[src/sv/pstq_pkg.sv]
// Package: shared constants and types for the process scheduler timer queue.
`timescale 1ns / 1ps
`default_nettype none
package pstq_pkg;
	localparam int DefProcessCount = 16;
	localparam int DefTimerEntries = 16;
	localparam int DefTimeBits     = 32;

	typedef enum logic [2:0] {
		MODE_ENQUEUE = 3'd0,
		MODE_DEQUEUE = 3'd1,
		MODE_INSERT  = 3'd2,
		MODE_CANCEL  = 3'd3,
		MODE_TICK    = 3'd4
	} mode_t;

	typedef enum logic [1:0] {
		ST_OK       = 2'd0,
		ST_SLEEPING = 2'd1,
		ST_EMPTY    = 2'd2,
		ST_OVERFLOW = 2'd3
	} status_t;

	// commands from the control to every timer cell
	typedef struct packed {
		logic ins;    // insert-by-shift pass
		logic drop;   // remove entry: cells at or past drop point take right neighbor
	} cell_cmd_t;
endpackage
`default_nettype wire

[src/sv/pstq_cell.sv]
// Timer cell: one entry of the sorted timer queue, with shift links to its neighbors.
`timescale 1ns / 1ps
`default_nettype none
module pstq_cell
	import pstq_pkg::*;
#(
	parameter int TimeBits = DefTimeBits,
	parameter int PidBits  = 4
) (
	input  wire                  clk,
	input  wire                  arst_n,
	input  wire cell_cmd_t       cmd,
	input  wire                  insert_here,  // this cell takes the new entry
	input  wire                  shift_in,     // take left neighbor (insert)
	input  wire                  pull_in,      // take right neighbor (drop)
	input  wire [TimeBits-1:0]   new_time,
	input  wire [PidBits-1:0]    new_owner,
	input  wire [TimeBits-1:0]   left_time,
	input  wire [PidBits-1:0]    left_owner,
	input  wire [TimeBits-1:0]   right_time,
	input  wire [PidBits-1:0]    right_owner,
	output logic [TimeBits-1:0]  time_q,
	output logic [PidBits-1:0]   owner_q
);
	always_ff @(posedge clk or negedge arst_n) begin
		if (!arst_n) begin
			time_q  <= '0;
			owner_q <= '0;
		end else if (cmd.ins && insert_here) begin
			time_q  <= new_time;
			owner_q <= new_owner;
		end else if (cmd.ins && shift_in) begin
			time_q  <= left_time;
			owner_q <= left_owner;
		end else if (cmd.drop && pull_in) begin
			time_q  <= right_time;
			owner_q <= right_owner;
		end
	end
endmodule
`default_nettype wire

[src/sv/process_scheduler_timer_queue.sv]
// Top level: process scheduler with FIFO run queue and sorted timer cell chain.
//
// Usage: one operation item enters on the s_axis channel (tvalid/tready) and
// exactly one result item leaves on the m_axis channel. Modes: enqueue,
// dequeue, timer insert, timer cancel, time tick.
// Timers live in a row of identical cells kept sorted by wrap-aware wake time;
// insert shifts the entries past the insert point one cell along, and cancel and
// tick pull the entries from the drop point one cell back. A taken item passes
// through S_TICK and then S_OUT, which raises m_axis_tvalid; a tick stays in
// S_TICK while the chain head has expired, one expired entry per cycle, until the run queue overflows.
// Throughput: one item at a time; s_axis_tready is high only while idle, so
// the next item is taken in the cycle after the result item is accepted.
// Reset (arst_n low) empties both queues and clears every ready mark; run
// slot contents need no clearing because counts guard every read.
// When the receiver stalls (m_axis_tready low) the result holds in its
// register and no new item is taken until the result is accepted.
`timescale 1ns / 1ps
`default_nettype none
module process_scheduler_timer_queue
	import pstq_pkg::*;
#(
	parameter int ProcessCount = DefProcessCount,
	parameter int TimerEntries = DefTimerEntries,
	parameter int TimeBits     = DefTimeBits
) (
	input  wire         clk,
	input  wire         arst_n,
	input  wire         s_axis_tvalid,
	output logic        s_axis_tready,
	// mode[2:0], process_id[6:3], wake_time[38:7], now_time[70:39], zero fill
	input  wire  [71:0] s_axis_tdata,
	output logic        m_axis_tvalid,
	input  wire         m_axis_tready,
	// status[1:0], run_process[5:2], run_valid[6], expired_count[11:7],
	// timers_pending[12], next_wake_time[44:13], zero fill
	output logic [47:0] m_axis_tdata
);
	localparam int RunIdx = (ProcessCount > 1) ? $clog2(ProcessCount) : 1;
	localparam int RunCnt = $clog2(ProcessCount + 1);
	localparam int TmCnt  = $clog2(TimerEntries + 1);
	localparam int PidW   = 4;

	typedef enum logic [1:0] {S_IDLE, S_TICK, S_OUT} state_t;
	state_t state_q;

	// latched item
	logic [2:0]          mode_q;
	logic [PidW-1:0]     pid_q;
	logic [TimeBits-1:0] wake_q, now_q;

	// run queue memory and pointers
	logic [PidW-1:0]   run_mem [ProcessCount];
	logic [RunIdx-1:0] run_head_q, run_tail_q;
	logic [RunCnt-1:0] run_count_q;
	logic [ProcessCount-1:0] ready_q;
	logic [TmCnt-1:0]  tcount_q;

	// result fields
	logic [1:0] status_q;
	logic [PidW-1:0] rproc_q;
	logic rvalid_q;
	logic [4:0] exp_q;

	// cell chain
	logic [TimeBits-1:0] ctime [TimerEntries];
	logic [PidW-1:0]     cown  [TimerEntries];
	logic [TimerEntries-1:0] valid_c, after_c, match_c, ins_here, shift_in, pull_in;
	cell_cmd_t cmd;

	logic pid_ok, run_full, timer_full, head_expired, head_ready;
	logic [TimeBits-1:0] diff_h;

	assign pid_ok     = 32'(pid_q) < 32'(ProcessCount);
	assign run_full   = run_count_q == RunCnt'(ProcessCount);
	assign timer_full = tcount_q == TmCnt'(TimerEntries);
	assign diff_h     = ctime[0] - now_q;
	assign head_expired = (tcount_q != '0) &&
		!((diff_h != '0) && !diff_h[TimeBits-1]);
	assign head_ready = ready_q[cown[0][RunIdx-1:0]];

	// per-cell compare: entry is later than the new wake time; owner match
	always_comb begin
		logic [TimeBits-1:0] d;
		logic cand, seen_ins, seen_match;
		seen_ins = 1'b0;
		seen_match = 1'b0;
		for (int i = 0; i < TimerEntries; i++) begin
			d = ctime[i] - wake_q;
			valid_c[i] = 32'(i) < 32'(tcount_q);
			after_c[i] = valid_c[i] && (d != '0) && !d[TimeBits-1];
			match_c[i] = valid_c[i] && (cown[i] == pid_q);
		end
		// insert point: first entry later than the new time, or the end;
		// cells past it take their left neighbor.
		// drop point: first match (cancel) or head (tick); all cells from there pull
		for (int i = 0; i < TimerEntries; i++) begin
			cand = !valid_c[i] || after_c[i];
			ins_here[i] = cand && !seen_ins;
			shift_in[i] = seen_ins;
			seen_ins = seen_ins | cand;
			seen_match = seen_match | match_c[i];
			pull_in[i] = (mode_q == MODE_TICK) ? 1'b1 : seen_match;
		end
	end

	logic cancel_hit;
	assign cancel_hit = |match_c;

	always_comb begin
		cmd.ins  = 1'b0;
		cmd.drop = 1'b0;
		if (state_q == S_TICK) begin
			case (mode_q)
				MODE_INSERT: cmd.ins  = pid_ok && !timer_full;
				MODE_CANCEL: cmd.drop = pid_ok && cancel_hit;
				MODE_TICK:   cmd.drop = head_expired && (head_ready || !run_full);
				default: ;
			endcase
		end
	end

	for (genvar g = 0; g < TimerEntries; g++) begin : g_cell
		localparam int R = (g + 1 < TimerEntries) ? g + 1 : g;
		localparam int L = (g > 0) ? g - 1 : 0;
		pstq_cell #(.TimeBits(TimeBits), .PidBits(PidW)) u_cell (
			.clk, .arst_n, .cmd,
			.insert_here(ins_here[g]), .shift_in(shift_in[g]),
			.pull_in(pull_in[g] && (g + 1 < TimerEntries)),
			.new_time(wake_q), .new_owner(pid_q),
			.left_time(ctime[L]), .left_owner(cown[L]),
			.right_time(ctime[R]), .right_owner(cown[R]),
			.time_q(ctime[g]), .owner_q(cown[g])
		);
	end

	assign s_axis_tready = (state_q == S_IDLE);

	logic [RunIdx-1:0] head_nx, tail_nx;
	assign head_nx = (32'(run_head_q) + 1 >= ProcessCount) ? '0 : run_head_q + 1'b1;
	assign tail_nx = (32'(run_tail_q) + 1 >= ProcessCount) ? '0 : run_tail_q + 1'b1;

	always_ff @(posedge clk) begin
		if (state_q == S_IDLE && s_axis_tvalid) begin
			mode_q <= s_axis_tdata[2:0];
			pid_q  <= s_axis_tdata[6:3];
			wake_q <= TimeBits'(s_axis_tdata[38:7]);
			now_q  <= TimeBits'(s_axis_tdata[70:39]);
		end
		if (state_q == S_TICK) begin
			if ((mode_q == MODE_ENQUEUE && pid_ok && !run_full) ||
			    (mode_q == MODE_TICK && head_expired && !head_ready && !run_full))
				run_mem[run_tail_q] <= (mode_q == MODE_TICK) ? cown[0] : pid_q;
		end
	end

	always_ff @(posedge clk or negedge arst_n) begin
		if (!arst_n) begin
			state_q <= S_IDLE;
			run_head_q <= '0; run_tail_q <= '0; run_count_q <= '0;
			tcount_q <= '0; ready_q <= '0;
			status_q <= ST_OK; rproc_q <= '0; rvalid_q <= 1'b0; exp_q <= '0;
			m_axis_tvalid <= 1'b0;
		end else begin
			case (state_q)
				S_IDLE: begin
					if (s_axis_tvalid) begin
						state_q <= S_TICK;
						status_q <= ST_OK; rproc_q <= '0; rvalid_q <= 1'b0; exp_q <= '0;
					end
				end
				S_TICK: begin
					state_q <= S_OUT;
					case (mode_q)
						MODE_ENQUEUE: if (pid_ok) begin
							if (run_full) status_q <= ST_OVERFLOW;
							else begin
								run_tail_q <= tail_nx;
								run_count_q <= run_count_q + 1'b1;
								ready_q[pid_q[RunIdx-1:0]] <= 1'b1;
							end
						end
						MODE_DEQUEUE: begin
							if (run_count_q != '0) begin
								rproc_q <= run_mem[run_head_q];
								rvalid_q <= 1'b1;
								ready_q[run_mem[run_head_q][RunIdx-1:0]] <= 1'b0;
								run_head_q <= head_nx;
								run_count_q <= run_count_q - 1'b1;
							end else
								status_q <= (tcount_q != '0) ? ST_SLEEPING : ST_EMPTY;
						end
						MODE_INSERT: if (pid_ok) begin
							if (timer_full) status_q <= ST_OVERFLOW;
							else tcount_q <= tcount_q + 1'b1;
						end
						MODE_CANCEL: if (cmd.drop) tcount_q <= tcount_q - 1'b1;
						MODE_TICK: begin
							if (head_expired) begin
								if (!head_ready && run_full) status_q <= ST_OVERFLOW;
								else begin
									state_q <= S_TICK;  // walk on to the next head
									if (!head_ready) begin
										run_tail_q <= tail_nx;
										run_count_q <= run_count_q + 1'b1;
										ready_q[cown[0][RunIdx-1:0]] <= 1'b1;
									end
									tcount_q <= tcount_q - 1'b1;
									if (exp_q != 5'd31) exp_q <= exp_q + 1'b1;
								end
							end
						end
						default: ;
					endcase
				end
				S_OUT: begin
					if (m_axis_tvalid && m_axis_tready) begin
						m_axis_tvalid <= 1'b0;
						state_q <= S_IDLE;
					end else
						m_axis_tvalid <= 1'b1;
				end
				default: state_q <= S_IDLE;
			endcase
		end
	end

	logic pend;
	assign pend = tcount_q != '0;
	always_comb begin
		m_axis_tdata = '0;
		m_axis_tdata[1:0]   = status_q;
		m_axis_tdata[5:2]   = rproc_q;
		m_axis_tdata[6]     = rvalid_q;
		m_axis_tdata[11:7]  = exp_q;
		m_axis_tdata[12]    = pend;
		m_axis_tdata[44:13] = pend ? 32'(ctime[0]) : 32'd0;
	end
endmodule
`default_nettype wire
[config.mk]
export PLATFORM = sky130hd
export DESIGN_NAME = process_scheduler_timer_queue
export DESIGN_NICKNAME = d
export VERILOG_FILES = /design/src/sv/pstq_pkg.sv /design/src/sv/pstq_cell.sv /design/src/sv/process_scheduler_timer_queue.sv
export SDC_FILE = /design/constraint.sdc
export NUM_CORES = 2
export LEC_CHECK = 0
export BUFFER_PORTS_ARGS = -buffer_cell sky130_fd_sc_hd__clkbuf_2
export CAP_MARGIN = 20
export CORE_ASPECT_RATIO = 2
export CORE_MARGIN = 3
export CORE_UTILIZATION = 50
export CTS_CLUSTER_SIZE = 14
export DETAILED_ROUTE_END_ITERATION = 12
export GPL_TIMING_DRIVEN = 0
export PLACE_DENSITY_LB_ADDON = 0.05
export REMOVE_ABC_BUFFERS = 1
export SLEW_MARGIN = 20
export SYNTH_ARGS = -nofsm -noshare
export SYNTH_HDL_FRONTEND = slang
export SYNTH_SLANG_ARGS = --single-unit
export TNS_END_PERCENT = 20
[constraint.sdc]
create_clock -name clk -period 9.1 [get_ports clk]
set_clock_uncertainty 0.2 [all_clocks]
set_input_delay 0.91 -clock clk [delete_from_list [all_inputs] [get_ports clk]]
set_output_delay 0.91 -clock clk [all_outputs]
set_load 0.01 [all_outputs]
==> results.md <==
- The run finished, with violations left.
- The checks that failed: setup timing.
- Across the run, the number of max-cap violations was 0.
- For this run, the post-layout net count is ~9.4k.
- The worst pin sits at a relative slew slack of 0.133.
- The most common flop cell mapped by yosys is sky130_fd_sc_hd__dfrtp_1.
- The fraction of final layout cells with drive strength greater than 1 is 0.112.
- During I/O placement, the number of pins put on the boundary was approximately 130.
- The required time of the critical path is about 9.5 ns.
- Ranked by instance count, the synthesized netlist is headed by sky130_fd_sc_hd__nand2_1 (790), sky130_fd_sc_hd__a21oi_1 (684), sky130_fd_sc_hd__dfrtp_1 (625).
- The final route contains 76.6k vias.
- The slowest stage of the critical path is the sky130_fd_sc_hd__edfxtp_1 cell.
- After synthesis, the netlist uses approximately 110 different library cells.
- The final-report hold violation count is 0.
- The number of enable flip-flop cells after synthesis is around 140.
- The post-synthesis instance total is ~9k.
- The launch point of the worst reg-to-reg path is wake_q[3]$_DFFE_PP_.
- The worst reg2reg path depth is 25.
- The core region is approximately 150000 µm².
- Setup violations remaining at the end of the flow were counted as 9.
- Summing every instance area after synthesis gives approximately 75000 µm².
- The number of H-tree levels is 3.
- The pre-antenna-repair detailed-routing pass consisted of 8 iterations.
- The finished layout cell area is 82300 µm².
- The number of antenna violations at the first check in global routing was 33.
- The actual transition at the worst max-transition pin is between 1 and 1.5 ns.
- The most numerous cell in the Yosys netlist is sky130_fd_sc_hd__nand2_1.
- The last weighted congestion value of the routability-driven placer is around 1.0.
- The time the final worst path needs with I/O delays and setup is between 9 and 10 ns.
- STA classifies the critical path endpoint as a flip-flop.
- The fill cell total of the finished layout is 13.7k.
- The deepest clock path buffer count is 3.
- In the global route stage, overall resource usage came out at 0.460.
- The setup slack after layout is -0.112 ns.
- The overflow left after global routing is 0.
- The clock reaches the later pin of the worst-skew pair after ~0.75 ns.
- The power density of the placed cells is approximately 360 nW/µm².
- At the placement stage, the worst setup path has a slack of -0.631 ns.
- The HPWL after detailed placement is about 280 mm.
- The vertical die dimension is around 550 µm.
- The path class of the tightest hold or removal check is in -> async.
- The final critical-path share of the clock period is 1.01.
- On the final layout, the worst hold slack is 0.00979 ns.
- Setup slack on the worst reg-to-reg path comes out at -0.11 ns.
- The data arrival time of the critical path is roughly 9.6 ns.
- The worst-path maximum fanout is 12.
- The number of global-route vias before repair is around 74k.
- The layout overhead on the synthesized area is 10.3%.
- The via density per instance is ~7.
- The fmax is 0.109 GHz.
- The post-synthesis sequential element count is 760.
- The fraction of the core area covered by cells at the end of the flow is 0.557.
- The synthesized area per cell is approximately 8.4 µm².
- The number of max-slew violations in the final report is 0.
- The first global-routing pass estimated between 500 and 600 mm of wire.
- Clock-pin slew was measured on the worst setup and hold paths at 0.06 ns.
- By area the synthesized netlist is led by sky130_fd_sc_hd__dfrtp_1 (21%), sky130_fd_sc_hd__ha_1 (9.1%), sky130_fd_sc_hd__mux2i_1 (7.0%).
- The initial cell density of the core is 0.505.
- The detailed router finished its first iteration with ~8k violations.
- The die boundary width is ~280 µm.
- Hold repair after CTS inserted 0 buffers.
- The critical path starts at wake_q[3]$_DFFE_PP_.
- The clock sink total is 760.
- Entering global routing, the biggest net connects 93 pins.
- The endpoint identified for the worst register-to-register timing path is g_cell[11].u_cell.time_q[11]$_DFFE_PN0P_.
- The area enclosed by the die boundary is about 150000 µm².
- The capture point of the critical path is g_cell[11].u_cell.time_q[11]$_DFFE_PN0P_.
- In this run the remaining antenna-violating nets after routing total 0.
- The Yosys step of the flow raised 0 warnings.
- The share of the Yosys chip area taken by registers is 0.264.
- The average wire per standard cell is approximately 34 µm.
- The number of cell rows is slightly below 200.
- The proportion of register bits with asynchronous set or reset after synthesis is 0.822.
- The TritonCTS buffer count is 80.
- The number of input and output port buffers inserted is ~120.
- The type of the worst setup path is reg -> reg.
- The share of the synthesized area in the top cell type is 0.210.
- The placement-stage cell area is 79200 µm².
- The cell taking the most area after synthesis is sky130_fd_sc_hd__dfrtp_1.
- The delay contributed by the slowest stage of the critical path is 0.88 ns.
- The dominant cell type by count on the critical path is sky130_fd_sc_hd__buf_2.
- After detailed routing, the number of remaining DRC violations is 0.
- The worst setup path is launched from a flip-flop.
- Setup repair after global routing left no endpoint under its margin.
- The maximum ir drop on the vdd rail is between 200 and 300 µV.
- The leakage component of the power is 35.1 nW.
- The final layout contains routed wiring with a total length of about 370 mm.
- The cell at the root of the clock tree is sky130_fd_sc_hd__clkbuf_16.
- Overall power consumption after layout is estimated at 29.7 mW.
- The clock tree from TritonCTS is yes.
layer usage:
layer / vias up / track usage / routed length (µm)
li1: 33500 / - / -
met1: 37000 / 0.449 / 116000
met2: 4289 / 0.742 / 167000
met3: 1852 / 0.116 / 29600
met4: 12 / 0.528 / 53600
met5: - / 0 / 81
power breakdown:
| part | total, mW | internal [mW] | switching (mW) |
|---|---|---|---|
| sequential | 7.92 | 4.57 | 3.35 |
| clock | 3.66 | 2.08 | 1.58 |
| combinational | 18.1 | 7.10 | 11.0 |
| total | 29.7 | 13.8 | 15.9 |
sequential cells by signal (all words and copies together), names as in the netlist, 2 cells and up:
name / cells
now_q: 32
run_tail_q: 4
run_count_q: 5
status_q: 2
run_head_q: 4
tcount_q: 5
mode_q: 3
pid_q: 4
exp_q: 5
state_q: 2
run_mem: 64
g_cell.u_cell.time_q: 512
wake_q: 32
g_cell.u_cell.owner_q: 64
rproc_q: 4
ready_q: 16
critical path: cells and delay by family (launching register included):
| family | cells | cell delay [ns] |
|---|---|---|
| AOI/OAI and AO/OA | 8 | 3.06 |
| xor gates and xnor gates | 1 | 0.18 |
| adders and majority gates | 1 | 0.40 |
| buffers and inverters | 9 | 2.32 |
| DFF | 1 | 0.88 |
| muxes | 1 | 0.21 |
| and+or+nand+nor | 5 | 1.75 |
through the flow:
| stage | TNS (ns) | cells |
|---|---|---|
| 2_1_floorplan | -333.47 | 8402 |
| 3_3_place_gp | -9780.78 | 10400 |
| 3_5_place_dp | -17.34 | 10600 |
| 4_1_cts | 0 | 10800 |
| 5_1_grt | 0 | 10800 |
| 6_report | -0.720 | 10800 |
cells by family (layout without fill, tap and decap cells):
logic type	after synthesis	after routing	synth area share
flip-flops	760	760	0.264
AND/OR/NAND/NOR	2683	2683	0.179
multiplexers	862	862	0.125
XOR/XNOR	256	256	0.0300
AO/OA/AOI/OAI	2966	2966	0.262
buffers and inverters	837	775	0.0447
adder cells (fa/ha/maj)	558	558	0.0954
other	1	27	0.0000503
area by class of cell:
class	instances	area, µm²	area share
Timing Repair Buffer	316	4100	0.0498
Inverter	314	1240	0.0151
Sequential cell	760	19700	0.239
Clock buffer	107	2310	0.0281
Clock inverter	38	475	0.00578
Multi-Input combinational cell	7328	52000	0.632
Antenna cell	24	60.1	0.000730
Tap cell	1909	2390	0.0290
cells in the final DEF (no fill, tap or decap), drive strengths merged, types with 100 or more instances in the layout:
cell / netlist / routed
nand3: 215 / 215
nor2: 601 / 601
dfrtp: 625 / 625
clkbuf: 410 / 228
mux2: 313 / 313
o21ai: 672 / 672
o21a: 123 / 123
xor2: 105 / 105
a31oi: 129 / 129
o22ai: 142 / 142
nand2b: 168 / 168
a21oi: 715 / 715
mux2i: 525 / 525
o211ai: 101 / 101
xnor2: 151 / 151
buf: 113 / 195
and2: 100 / 100
nand2: 790 / 790
inv: 314 / 322
ha: 540 / 540
nand4: 123 / 123
nor3: 159 / 159
edfxtp: 135 / 135
a21o: 242 / 242
repair_timing:
item	CTS	global route
endpoints found under the setup margin	55	56
buffers inserted	7	12
pin swaps	1	3
resized for setup	2	4
how the worst min path moves through the flow:
stage          cells after the start                                   start                                 endpoint  slack, ns
6_report                           1                                  arst_n  g_cell[4].u_cell.time_q[12]$_DFFE_PN0P_       0.01
5_1_grt                            1                                  arst_n  g_cell[4].u_cell.time_q[12]$_DFFE_PN0P_       0.07
4_1_cts                            1                                  arst_n  g_cell[2].u_cell.time_q[12]$_DFFE_PN0P_       0.06
3_5_place_dp                       1                    rvalid_q$_DFFE_PN0P_                     rvalid_q$_DFFE_PN0P_       0.27
3_3_place_gp                       1                    rvalid_q$_DFFE_PN0P_                     rvalid_q$_DFFE_PN0P_       0.26
2_1_floorplan                      2  g_cell[7].u_cell.time_q[0]$_DFFE_PN0P_   g_cell[7].u_cell.time_q[0]$_DFFE_PN0P_       0.25
Power figures use the tool's default switching activity.
